--- config.mk ---
export PLATFORM = sky130hd
export DESIGN_NAME = decimal_to_roman_encoder_top
export DESIGN_NICKNAME = d
export VERILOG_FILES = /design/src/rtl/d2r_pkg.sv /design/src/rtl/decimal_to_roman_encoder_top.sv /design/src/rtl/d2r_ctrl.sv /design/src/rtl/d2r_dp.sv
export SDC_FILE = /design/constraint.sdc
export NUM_CORES = 1
export LEC_CHECK = 0
export BUFFER_PORTS_ARGS = -buffer_cell sky130_fd_sc_hd__buf_4
export CAP_MARGIN = 25
export CORE_UTILIZATION = 55
export CTS_CLUSTER_DIAMETER = 60
export DETAILED_ROUTE_END_ITERATION = 8
export PLACE_DENSITY = 0.79
export SKIP_LAST_GASP = 1
export SLEW_MARGIN = 0
export SYNTH_ARGS = -nofsm -noshare
export SYNTH_HDL_FRONTEND = slang
export SYNTH_SLANG_ARGS = --single-unit
--- constraint.sdc ---
create_clock -name clk -period 9.3 [get_ports clk]
set_input_delay 0.465 -clock clk [delete_from_list [all_inputs] [get_ports clk]]
set_output_delay 0.465 -clock clk [all_outputs]
set_load 0.01 [all_outputs]
--- src/rtl/d2r_pkg.sv ---
// Package for the decimal to Roman numeral encoder.
// Holds the symbol table, the controller state type and the control and status structs.
// No dependencies.
`timescale 1ns / 1ps

package d2r_pkg;

  localparam int VALUE_W = 12;
  localparam int LETTER_W = 8;
  localparam int SYM_COUNT = 13;
  localparam int SYM_IDX_W = $clog2(SYM_COUNT);
  localparam logic [VALUE_W-1:0] VALUE_MAX = 12'd3999;

  localparam logic [LETTER_W-1:0] CH_NONE = 8'h00;
  localparam logic [LETTER_W-1:0] CH_M = 8'h4D;
  localparam logic [LETTER_W-1:0] CH_D = 8'h44;
  localparam logic [LETTER_W-1:0] CH_C = 8'h43;
  localparam logic [LETTER_W-1:0] CH_L = 8'h4C;
  localparam logic [LETTER_W-1:0] CH_X = 8'h58;
  localparam logic [LETTER_W-1:0] CH_V = 8'h56;
  localparam logic [LETTER_W-1:0] CH_I = 8'h49;

  localparam logic [VALUE_W-1:0] SYM_WEIGHT [SYM_COUNT] = '{
    12'd1000, 12'd900, 12'd500, 12'd400, 12'd100, 12'd90, 12'd50,
    12'd40, 12'd10, 12'd9, 12'd5, 12'd4, 12'd1
  };

  localparam logic [LETTER_W-1:0] SYM_FIRST [SYM_COUNT] = '{
    CH_M, CH_C, CH_D, CH_C, CH_C, CH_X, CH_L, CH_X, CH_X, CH_I, CH_V, CH_I, CH_I
  };

  localparam logic [LETTER_W-1:0] SYM_SECOND [SYM_COUNT] = '{
    CH_NONE, CH_M, CH_NONE, CH_D, CH_NONE, CH_C, CH_NONE, CH_L, CH_NONE,
    CH_X, CH_NONE, CH_V, CH_NONE
  };

  typedef enum logic {
    ST_IDLE,
    ST_RUN
  } d2r_state_t;

  typedef struct packed {
    logic load;
    logic step;
  } d2r_cmd_t;

  typedef struct packed {
    logic last;
  } d2r_stat_t;

  // Index of the largest symbol whose weight does not exceed the remainder.
  function automatic logic [SYM_IDX_W-1:0] sym_select(input logic [VALUE_W-1:0] rest);
    logic [SYM_IDX_W-1:0] idx;
    idx = SYM_IDX_W'(SYM_COUNT - 1);
    for (int k = SYM_COUNT - 1; k >= 0; k--) begin
      if (rest >= SYM_WEIGHT[k]) begin
        idx = SYM_IDX_W'(k);
      end
    end
    return idx;
  endfunction

endpackage

--- src/rtl/decimal_to_roman_encoder_top.sv ---
// Top level of the decimal to Roman numeral encoder.
// Instantiates d2r_ctrl and d2r_dp; depends on d2r_pkg.
//
//   Channel   Ports                          Transfer
//   request   start, busy, value             start high while busy low
//   result    strobe, letter, last, error    strobe high, one cycle each
//
// A request is loaded when it is taken, and the first letter follows in the next
// cycle, then one letter per cycle without gaps (1 to 15 letters); an invalid value
// gives a single error result.
// Synchronous reset returns the controller to idle; the receiver cannot stall.
`timescale 1ns / 1ps

module decimal_to_roman_encoder_top import d2r_pkg::*; (
  input  logic                clk,
  input  logic                rst,
  input  logic                start,
  output logic                busy,
  input  logic [VALUE_W-1:0]  value,
  output logic                strobe,
  output logic [LETTER_W-1:0] letter,
  output logic                last,
  output logic                error
);

  d2r_cmd_t  cmd;
  d2r_stat_t stat;

  d2r_ctrl u_ctrl (
    .clk    (clk),
    .rst    (rst),
    .start  (start),
    .stat   (stat),
    .cmd    (cmd),
    .busy   (busy),
    .strobe (strobe)
  );

  d2r_dp u_dp (
    .clk    (clk),
    .value  (value),
    .cmd    (cmd),
    .stat   (stat),
    .letter (letter),
    .last   (last),
    .error  (error)
  );

endmodule

--- src/rtl/d2r_ctrl.sv ---
// Controller state machine of the decimal to Roman numeral encoder.
// Depends on d2r_pkg; drives the datapath commands and the handshake outputs.
`timescale 1ns / 1ps

module d2r_ctrl import d2r_pkg::*; (
  input  logic      clk,
  input  logic      rst,
  input  logic      start,
  input  d2r_stat_t stat,
  output d2r_cmd_t  cmd,
  output logic      busy,
  output logic      strobe
);

  d2r_state_t state;
  d2r_state_t state_next;

  always_ff @(posedge clk) begin
    if (rst) begin
      state <= ST_IDLE;
    end else begin
      state <= state_next;
    end
  end

  always_comb begin
    state_next = state;
    case (state)
      ST_IDLE: begin
        if (start) begin
          state_next = ST_RUN;
        end
      end
      ST_RUN: begin
        if (stat.last) begin
          state_next = ST_IDLE;
        end
      end
      default: state_next = ST_IDLE;
    endcase
  end

  always_comb begin
    cmd.load = 1'b0;
    cmd.step = 1'b0;
    busy = 1'b0;
    strobe = 1'b0;
    case (state)
      ST_IDLE: begin
        cmd.load = start;
      end
      ST_RUN: begin
        cmd.step = 1'b1;
        busy = 1'b1;
        strobe = 1'b1;
      end
      default: begin
        busy = 1'b0;
      end
    endcase
  end

endmodule

--- src/rtl/d2r_dp.sv ---
// Datapath of the decimal to Roman numeral encoder: remainder, pair phase and error flag.
// Depends on d2r_pkg for the symbol table and the command and status structs.
`timescale 1ns / 1ps

module d2r_dp import d2r_pkg::*; (
  input  logic                clk,
  input  logic [VALUE_W-1:0]  value,
  input  d2r_cmd_t            cmd,
  output d2r_stat_t           stat,
  output logic [LETTER_W-1:0] letter,
  output logic                last,
  output logic                error
);

  logic [VALUE_W-1:0]   rest;
  logic                 phase;
  logic                 err;
  logic [SYM_IDX_W-1:0] sel;
  logic                 is_pair;
  logic                 sym_done;
  logic [VALUE_W-1:0]   rest_next;

  assign sel = sym_select(rest);
  assign is_pair = (SYM_SECOND[sel] != CH_NONE);
  assign sym_done = phase || !is_pair;
  assign rest_next = rest - SYM_WEIGHT[sel];

  always_ff @(posedge clk) begin
    if (cmd.load) begin
      rest <= value;
      phase <= 1'b0;
      err <= (value == '0) || (value > VALUE_MAX);
    end else if (cmd.step && !err) begin
      if (sym_done) begin
        rest <= rest_next;
        phase <= 1'b0;
      end else begin
        phase <= 1'b1;
      end
    end
  end

  assign letter = err ? CH_NONE : (phase ? SYM_SECOND[sel] : SYM_FIRST[sel]);
  assign last = err || (sym_done && (rest_next == '0));
  assign error = err;
  assign stat.last = last;

endmodule

Word level (Yosys, flattened, before mapping)
Memories as Yosys holds them, arrays and structs flattened.
Cells that the tools add are included.
{"block": "totals", "regBits": 15, "romBits": 448, "input_bits": 15, "wordCells": 66, "mem_count": 3}
{"name": "(name not given)", "words": 16, "width": 12, "rd": 1, "rd_ports_with_merged_regs": 0, "write_ports": 0, "line_no": "d2r_dp.sv:26", "source": "assign rest_next = rest - SYM_WEIGHT[sel];"}
{"name": "(name not given)", "words": 16, "width": 8, "rd": 1, "rd_ports_with_merged_regs": 0, "write_ports": 0, "line_no": "d2r_dp.sv:43", "source": "assign letter = err ? CH_NONE : (phase ? SYM_SECOND[sel] : SYM_FIRST[sel]);"}
{"name": "(name not given)", "words": 16, "width": 8, "rd": 1, "rd_ports_with_merged_regs": 0, "write_ports": 0, "line_no": "d2r_dp.sv:24", "source": "assign is_pair = (SYM_SECOND[sel] != CH_NONE);"}
{"block": "classes", "addsub": 1, "magnitude_cmp": 14, "mux": 29, "bitwise_logic": 2, "reduce_logical": 13}
{"op": "2-to-1 mux 12 bit", "count": 5}
{"op": "2-to-1 mux 8 bit", "count": 6}
{"op": "2-to-1 mux 4 bit", "count": 8}
{"op": ">= comparator 12 x 10 -> 1 bit, second input constant", "count": 2}
{"op": ">= comparator 12 x 3 -> 1 bit, second input constant", "count": 2}
{"op": ">= comparator 12 x 4 -> 1 bit, second input constant", "count": 2}
{"op": ">= comparator 12 x 6 -> 1 bit, second input constant", "count": 2}
{"op": ">= comparator 12 x 7 -> 1 bit, second input constant", "count": 2}
{"op": ">= comparator 12 x 9 -> 1 bit, second input constant", "count": 2}
{"op": "logical NOT 12 bit", "count": 2}
{"op": "> comparator 12 bit, second input constant", "count": 1}
{"op": "2-to-1 mux 3 bit", "count": 4}
{"op": "subtractor 12 bit", "count": 1}
{"op": "nonzero test 8 bit", "count": 1}
{"op": ">= comparator 5 bit, second input constant", "count": 1}
{"op": "2-to-1 mux 1 bit", "count": 5}
{"op": "NOT 4 -> 5 bit", "count": 1}
{"op": "nonzero test 2 bit", "count": 2}
{"op": "logical OR 1 bit", "count": 3}
{"op": "logical AND 1 bit", "count": 2}
{"op": "logical NOT 1 bit", "count": 2}
{"op": "case mux 1 bit (2 select lines)", "count": 1}
{"op": "AND reduction 2 bit", "count": 1}
{"op": "NOT 1 bit", "count": 1}

Logic depth before layout (Yosys ltp)
Gate-level depths: netlist (run 1).
{"block": "depth", "depth_word": 24, "mapped_depth": 18}

Cells and area by module
A second synthesis (run 1) with hierarchy kept.
{"block": "unflattened", "cells_unflattened": 241, "hier_area_um2": 1978.1}
{"module": "d2r_dp", "n_inst": 1, "cells_each": 235, "area_per_inst_um2": 1918.1, "seq_area_each_um2": 410.4}
{"module": "d2r_ctrl", "n_inst": 1, "cells_each": 6, "area_per_inst_um2": 60.1, "seq_area_each_um2": 20.0}

Worst setup path before layout (run 1)
No wires, ideal clock.
{"block": "synth_path", "path_kind": "register to output", "startpoint": "reg u_dp.rest[9]", "endpoint": "out last", "t_arrival_ns": 4.315, "t_required_ns": 8.835, "setup_slack_ns": 4.520, "path_stages_with_launch": 19, "n_path_buf": 1, "path_cell_list": "edfxtp_1 or3_1 or3_1 buf_2 nor3b_1 a21oi_1 o21ai_0 ha_1 a21oi_1 nor2_1 ha_1 fa_1 nand2b_1 a21oi_1 mux2i_1 nand4_1 a211oi_1 nand4_1 nand2b_1"}
{"block": "synth_via", "elab_chain_cells": 22, "word_cells_on_any_way": 38, "classes_between": "add/sub (1); order compare (12); mux (16); bitwise (1); reduce/logical (6); memory (2)"}
{"item": "start: declaration", "line_no": "d2r_dp.sv:15", "source": "logic [VALUE_W-1:0] rest;"}
{"item": "start signal: assignment", "line_no": "d2r_dp.sv:30", "source": "rest <= value;"}
{"item": "start signal: assignment", "line_no": "d2r_dp.sv:35", "source": "rest <= rest_next;"}
{"item": "parallel branches: the longest is 20 deep, another holds >= comparator 12 x 3 -> 1 bit"}
{"item": "logical AND 1 bit (*)", "line_no": "d2r_dp.sv:44", "source": "assign last = err || (sym_done && (rest_next == '0));"}
{"item": "logical OR 1 bit (*)", "line_no": "d2r_dp.sv:44"}
{"item": "end: declaration", "line_no": "decimal_to_roman_encoder_top.sv:22", "source": "output logic last,"}
Every way passes the cells marked *. The select of a mux whose other input is x is not followed.

Worst setup path in the final report (run 1)
{"block": "layout_path", "startpoint": "reg u_dp.rest[10]", "endpoint": "out last"}
The elaborated chain is that of the path after synthesis.

==> results.md, run 1 <==
- Prior to clock tree synthesis, the placed netlist has a worst setup slack of around 3.8 ns.
- The die is 63.3 µm tall.
- Net switching is 52.4% of the power.
- The maximum achievable frequency is 0.173 GHz.
- After synthesis the netlist holds a flip-flop and latch count of 15.
- The via count of the first global-routing pass is approximately 2100.
- The met3 global-route usage is roughly 2.2%.
- The flow ran to the end, and the final reports show no timing, DRC or antenna violations.
- The detail route stage leaves a number of antenna-violating nets equal to 0.
- Cell internal power was estimated by the tool at 0.416 mW.
- Buffers placed on the I/O ports in this run total 24.
- The analysis attributes to net switching a power of 0.459 mW.
- The path class of the tightest hold or removal check is input port to flip-flop.
- The fraction of power consumed by combinational cells is between 70% and 80%.
- The source of the critical timing path is u_dp.rest[10].
- Setup repair after global routing left no endpoint under its margin.
- 27 I/O pins were placed.
- The met2 routing resource usage after global routing is 50.5%.
- The layer carrying the most global-route usage is met2.
- The number of core rows is 21.
- The synthesis-to-finish area growth is 10.2%.
- The number of setup violations in the final report is 0.
- After detailed routing, the number of vias per cell comes to 6.36.
- The shortest period the worst path allows is 5.79 ns.
- The number of clock buffers added by TritonCTS is 3.
- Max-cap violations in this run came to 0.
- The proportion of power drawn by flip-flops and latches is 20.0%.
- Cells with a size suffix above 1 make up between 10 and 15% of the layout.
- The later pin in the worst-skew pair is clocked with a latency of 0.25 ns.
- The met1 usage is 35.1%.
- The width of the die is between 60 and 70 µm.
- The worst-case headroom to the max-slew limit is 47.9%.
- The arrival time reported for the critical path endpoint is 5.33 ns.
- The final-layout setup total negative slack is 0 ns.
- In this run, synthesis inferred 13 flip-flops with an integrated enable.
- The congestion estimate from routability-driven global placement came to 0.963.
- TritonCTS built the clock tree.
- After technology mapping, the gate count stands at between 200 and 300.
- The analysis attributes to cell leakage a power of 0.941 nW.
- On the worst path, the slowest cell contributes a delay of 0.54 ns.
- The area of the die is roughly 0.004 mm².
- The number of pins exceeding their max-slew limit in the final report was 0.
- Power spread over the standard cell area amounts to 384 mW/mm².
- The first global-routing pass estimated 9160 µm of wire.
- The initial antenna violation count is 0.
- For the final database, setup skew stands at 0.00582 ns.
- The clock-pin slew on the worst setup and hold paths is 0.06 ns.
- The clock passes through at most 2 buffers.
- Clock tree synthesis found a total of 15 sinks.
- The total number of vias is 2092.
- The number of hold violations in the final report was 0.
- A synthesized cell averages 7.66 µm².
- For this run, the number of Yosys warnings is 0.
- 0 antenna diodes ended up in the layout.
- The most common cell after layout, fill and taps aside is sky130_fd_sc_hd__nor2_1.
- The number of buffers inserted to repair setup after CTS is 0.
- The share of total power dissipated in the clock network is around 6.1%.
- VDD sags by at most 0.000282 V.
- For the pin with the worst max-slew slack, the measured transition is 0.776 ns.
- After the last flow step, the layout net total stands at between 300 and 400.
- The worst min-delay path startpoint is rst.
- The type of element launching the critical path is a flip-flop.
- The sequential-to-total area share from yosys stat is 20.8%.
- The residual DRC count is 0.
- The maximum fanout encountered on the critical timing path is 11.
- The dominant synthesized flop cell is sky130_fd_sc_hd__edfxtp_1.
- Buffers inserted to repair hold after CTS numbered 0.
- The floorplan core area is 0.00347 mm².
- The count of different cell masters after synthesis is 64.
- The start of the worst register-to-register path is u_dp.rest[10].
- At the end of the flow the core is filled with cells to about 66%.
- The maximum number of pins on one net before global-route repair is 18.
- Wires add up to 5320 µm.
- In this run the number of H-tree levels came out at 1.
- The number of detailed-routing iterations run before antenna repair is 4.
- Walking the worst path, the cells encountered are or3_1, or3_1, nor3b_1, a21oi_1, o21ai_0, ha_1, a21oi_1, nor2_1, ha_1, fa_1, nand2b_1, a21oi_1, mux2i_1, nand4_1, a211oi_1, nand4_1, nand2b_1, buf_4.
- The final worst-path setup slack is 3.51 ns.
- The critical path data required time is 8.84 ns.
- The fraction of registers with async set or reset after synthesis is 0%.
- Once the floorplan was initialized, standard cells occupied between 50% and 60% of the core.
- The quantity of gates resized following cts is 0.
- The critical path's slowest cell is sky130_fd_sc_hd__nor3b_1.
- The detailed router's first-iteration violation count is 86.
- Leaving out fill and tap cells, the most frequent cells in the layout are sky130_fd_sc_hd__nor2_1, sky130_fd_sc_hd__buf_4, sky130_fd_sc_hd__nand2_1.
- In this design, the critical path's most frequently occurring cell is sky130_fd_sc_hd__a21oi_1.
- The root buffer cell chosen for the clock tree is sky130_fd_sc_hd__clkbuf_8.
- The global router's overall resource usage is between 20% and 30%.
- The count of fill cells added during filler insertion is 325.
- The worst setup path is captured at a primary output.
- The total overflow left after global routing is 0.
- Detailed placement ended at an HPWL of 4170 µm.
- Dividing the detail-routed wire length by the instance count gives 16.2 µm.
- Hold is met by 0.390 ns.
- The critical path class is flip-flop to primary output.
- The share of the cycle needed by the critical path after routing is between 60% and 70%.
- The mapped netlist covers 0.00207 mm².
- The design draws 0.875 mW.
synth_stat cells, types with 5 or more instances:
master                      n  area, µm²
sky130_fd_sc_hd__nand4_1    5       31.3
sky130_fd_sc_hd__nor2_1    31        116
sky130_fd_sc_hd__inv_1      9       33.8
sky130_fd_sc_hd__a21oi_1   19       95.1
sky130_fd_sc_hd__edfxtp_1  13        390
sky130_fd_sc_hd__nor3_1    12       60.1
sky130_fd_sc_hd__nand3_1   11       55.1
sky130_fd_sc_hd__nand2b_1   6       37.5
sky130_fd_sc_hd__clkbuf_1  11       41.3
sky130_fd_sc_hd__o21ai_0   17       85.1
sky130_fd_sc_hd__or3_1      6       37.5
sky130_fd_sc_hd__a21o_1     6       45.0
sky130_fd_sc_hd__nor2b_1    5       31.3
sky130_fd_sc_hd__nand2_1   20       75.1
sky130_fd_sc_hd__ha_1      15        188
worst paths after layout:
check | cells past startpoint | slack (ns) | end
worst min register to register | 2 | 0.60 | u_dp.phase
worst max register to register | 17 | 4.17 | u_ctrl.state
worst min-delay path | 2 | 0.39 | u_ctrl.state
worst max-delay path | 18 | 3.51 | last
metal layers:
layer	vias up	part of all wire, %	wire length, µm
li1	1040	-	-
met1	970	44	2360
met2	62	49	2620
met3	20	3.3	175
met4	0	3.1	167
met5	-	0	0
flip-flops by register name, summed over array words and instances, names as in the netlist:
signal,count
u_dp.rest,12
u_ctrl.state,1
u_dp.error,1
u_dp.phase,1
through the flow:
stage	cell area (µm²)	instances
4_1_cts	2280	329
3_5_place_dp	2230	325
6_report	2280	329
2_1_floorplan	2070	271
3_3_place_gp	2230	325
5_1_grt	2280	329
power by group through the flow:
stage | Sequential (mW) | Combinational [mW] | Clock (mW)
floorplan | 0.137 | 0.526 | 0
global placement | 0.172 | 0.623 | 0
detailed placement | 0.174 | 0.631 | 0
CTS | 0.172 | 0.636 | 0.0540
global route | 0.181 | 0.724 | 0.0560
finish | 0.175 | 0.646 | 0.0537
layout make-up:
type	instances	area [µm²]	area share, %
Clock buffer	4	45.0	1.98
Tap cell	46	57.6	2.53
Multi-Input combinational cell	228	1500	66.0
Sequential cell	15	430	18.9
Inverter	11	53.8	2.36
Timing Repair Buffer	25	188	8.24
worst max-delay path, delay by kind of cell (launching register included):
kind            cells  cell delay (ns)
simple gates        8             1.95
compound gates      5             1.24
fa+ha+maj           3             0.98
flops               1             0.53
mux                 1             0.26
buf+inv             1             0.12
cells by family (layout without fill, tap and decap cells):
family                   count (synthesis)  after routing  synth area share [%]
AND/OR/NAND/NOR                        117            117                  29.2
AO/OA/AOI/OAI                           85             85                  29.5
buffers and inverters                   28             40                  6.65
adder cells (fa/ha/maj)                 16             16                  10.0
flip-flops                              15             15                  20.8
XOR/XNOR                                 5              5                  2.12
multiplexers                             3              3                  1.45
other                                    1              2                 0.181
Note: power is estimated with default switching activity, not from simulation.
==> run 2: changes to the inputs <==
--- a/config.mk
+++ b/config.mk
@@ -7,10 +7,10 @@
 export LEC_CHECK = 0
 export BUFFER_PORTS_ARGS = -buffer_cell sky130_fd_sc_hd__buf_4
 export CAP_MARGIN = 25
-export CORE_UTILIZATION = 55
+export CORE_UTILIZATION = 53
 export CTS_CLUSTER_DIAMETER = 60
 export DETAILED_ROUTE_END_ITERATION = 8
-export PLACE_DENSITY = 0.79
+export PLACE_DENSITY = 0.8
 export SKIP_LAST_GASP = 1
 export SLEW_MARGIN = 0
 export SYNTH_ARGS = -nofsm -noshare
==> constraint.sdc (replaced) <==
create_clock -name clk -period 5.2 [get_ports clk]
set_input_delay 0.26 -clock clk [delete_from_list [all_inputs] [get_ports clk]]
set_output_delay 0.26 -clock clk [all_outputs]
set_load 0.01 [all_outputs]
==> run 2 against run 1 <==
Compared with the run above: final cell count grew 4.3%; sequential cell count did not move; clock power rose by 81%; critical path depth down 1; first-iteration DRC count up 100%; global-route usage is 1.3 points lower; non-clock buffer count rose by 12; via count increased by 7.6%; count of clock-buffer cells in the layout unchanged; combinational power up 110%; critical endpoint unchanged; largest power group unchanged.
==> results.md, run 2 (same netlist as run 1, synthesis figures left out) <==
- OpenSTA, run right after detailed placement, puts the worst setup slack at 0.275 ns.
- The final hold slack is between 0.15 and 0.2 ns.
- The worst-case headroom to the max-slew limit is 42.7%.
- The number of setup violations in the final report is 0.
- At the worst endpoint, the arrival time is 4.89 ns.
- The pre-antenna-repair detailed-routing pass consisted of 5 iterations.
- The final layout contains about 330 nets.
- The initial utilization of the core area, before any placement, comes to about 56%.
- The floorplan step defined a core boundary enclosing between 0.003 and 0.004 mm².
- The number of pins exceeding their max-slew limit in the final report came to 0.
- The via-per-instance ratio is 6.56.
- The clock tree from TritonCTS is done.
- The smallest clock period supported by the final layout is computed as 5.15 ns.
- The via count of the first global-routing pass is roughly 2000.
- Setup slack closes at 0.0454 ns.
- The TritonCTS sink count is 15.
- The internal power summed over all cells is 0.819 mW.
- The library cell used most frequently in the layout, excluding fill and tap cells, is sky130_fd_sc_hd__buf_4.
- In this run the worst path has a maximum fanout of 7.
- STA classifies the critical path endpoint as a primary output.
- The total wirelength of the detailed-routed design is around 5700 µm.
- Clock-pin slew was measured on the worst setup and hold paths at 0.07 ns.
- The total power of the final layout is 1.71 mW.
- Compared with the post-synthesis result, the final layout area differs by 16.3%.
- For this design the static power due to leakage is 1.00 nW.
- The width of the die is ~64 µm.
- The initial antenna violation count was 0.
- After layout, the worst path uses 99.1% of the clock period.
- In this run the cell area measured after placement is 0.00228 mm².
- The measured slew at the worst slew-check pin is roughly 0.85 ns.
- Sequential cells account for 16.7% of the total power.
- With fillers left out, the area of the finished cells amounts to 0.00240 mm².
- The remaining number of nets flagged by the antenna check after routing is 0.
- Summed over all layers, the global routing overflow is 0.
- Dividing the detail-routed wire length by the instance count gives 16.6 µm.
- The fraction of power consumed by combinational cells is 77.6%.
- The number of hold violations in the final report is 0.
- The CTS H-tree depth is 1.
- The global-route wire length before repair is 9010 µm.
- The global router's overall resource usage is 27.5%.
- The detailed router's first-iteration violation count is 173.
- The die is 64.5 µm tall.
- The type of element launching the critical path is a flip-flop.
- Including well taps, the total number of placed cells is between 300 and 400.
- The placed wire-length estimate is 4200 µm.
- STA puts the critical path data required time at about 4.9 ns.
- The number of buffers created by CTS is 3.
- The share of post-route cells with drive strength above 1 is 19.7%.
- The run finished with clean final reports.
- The switching power of the nets is 0.894 mW.
- For this block, the via count after detailed routing is 2250.
- For this run, design rule violations remaining after detail routing come to 0.
- The slowest stage of the critical path belongs to the cell sky130_fd_sc_hd__edfxtp_1.
- The critical path class is flip-flop to primary output.
- Entering global routing, the biggest net connects 18 pins.
- The clock tree root driver cell is sky130_fd_sc_hd__clkbuf_8.
- Clock skew on the completed layout was measured at about 0.0050 ns.
- The congestion estimate from routability-driven global placement came to just under 1.
- In this run, the clock network consumes ~5.7% of the power.
- The power density of the placed cells is 713 mW/mm².
- The source-to-sink clock delay at the later pin of the worst-skew pair is 0.25 ns.
- The highest ir drop seen on vdd is ~0.00047 V.
- The signal on the critical path passes through or3_1, or3_4, a2111o_1, a31o_4, ha_1, a21oi_1, nor2_1, ha_1, fa_1, nand2b_1, a21oi_2, mux2i_1, nand4_1, a211oi_2, nand4_1, nand2b_1, buf_4.
- The maximum buffer depth of the clock tree is 2.
- The final-layout setup total negative slack is 0 ns.
- The final design utilization is 65.2%.
- The count of cells in the finished layout, fillers not included, comes to 343.
- The number of core rows is 22.
- For this run, the top clock speed supported by timing is 0.194 GHz.
- The area of the die is slightly above 0.004 mm².
- Of the total power, the share spent switching nets is a little over half.
- The register containing the most flip-flops in the final layout is u_dp.rest.
- In the layout the commonest cells are sky130_fd_sc_hd__buf_4, sky130_fd_sc_hd__nor2_1, sky130_fd_sc_hd__nand2_1.
- The repair_antennas step left the layout with diodes totalling 0.
- Pin placement for this block handled 27 I/O pins.
- The path class of the lowest-slack min-delay path is input port to flip-flop.
- On the worst path, the slowest cell contributes a delay of between 0.4 and 0.5 ns.
- The register with the most flip-flops in the layout has 12 of them.
- The number of input and output port buffers inserted is 24.
- The number of maximum-capacitance constraint violations is 0.
run 2: changes by cell type in the layout (fill, tap and decap cells not counted), sizes merged:
cell  delta
buf     +12
run 2: cell type report:
| class | count | area, µm² |
|---|---|---|
| fill | 334 | 1280 |
| timing repair buffer | 37 | 278 |
| sequential | 15 | 430 |
| multi-input combinational | 228 | 1540 |
| clock buffer | 4 | 45.0 |
| inverter | 11 | 53.8 |
| tap | 48 | 60.1 |
run 2: power groups by stage:
stage               combinational, mW  sequential, mW  clock, mW
floorplan                       0.940           0.245          0
global placement                 1.17           0.282          0
detailed placement               1.18           0.284          0
CTS                              1.20           0.281     0.0972
global route                     1.45           0.293      0.103
finish                           1.33           0.286     0.0973
run 2: critical path, delay by kind of cell, from the launching register on:
kind,cells,cell delay [ns]
AND/OR/NAND/NOR,7,1.50
AO/OA/AOI/OAI,5,1.35
buffers and inverters,1,0.12
flip-flops,1,0.43
adder cells (fa/ha/maj),3,0.97
multiplexers,1,0.28
run 2: metal layers:
layer / wire length, µm / vias up / share of wire (%) / global-route usage, %
li1: - / 1056 / - / -
met1: 2440 / 1061 / 43 / 36.3
met2: 2750 / 114 / 48 / 47.5
met3: 345 / 19 / 6.1 / 1.41
met4: 159 / 0 / 2.8 / 9.72
met5: 0 / - / 0 / 0
run 2: path summary, 6_finish.rpt:
check	start	endpoint	slack, ns	depth (start not counted)
setup / recovery	u_dp.rest[9]	last	0.05	17
hold / removal	rst	u_ctrl.state	0.18	2
setup reg to reg	u_dp.rest[9]	u_ctrl.state	0.40	17
hold reg to reg	u_ctrl.state	u_dp.phase	0.60	2
run 2: timing repair:
action | in CTS | in global routing
hold buffers | 0 | 0
setup endpoints to repair | 1 | 1
pin swaps | 0 | 3
setup buffers | 0 | 6
cloned | 0 | 0
resized for setup | 1 | 7
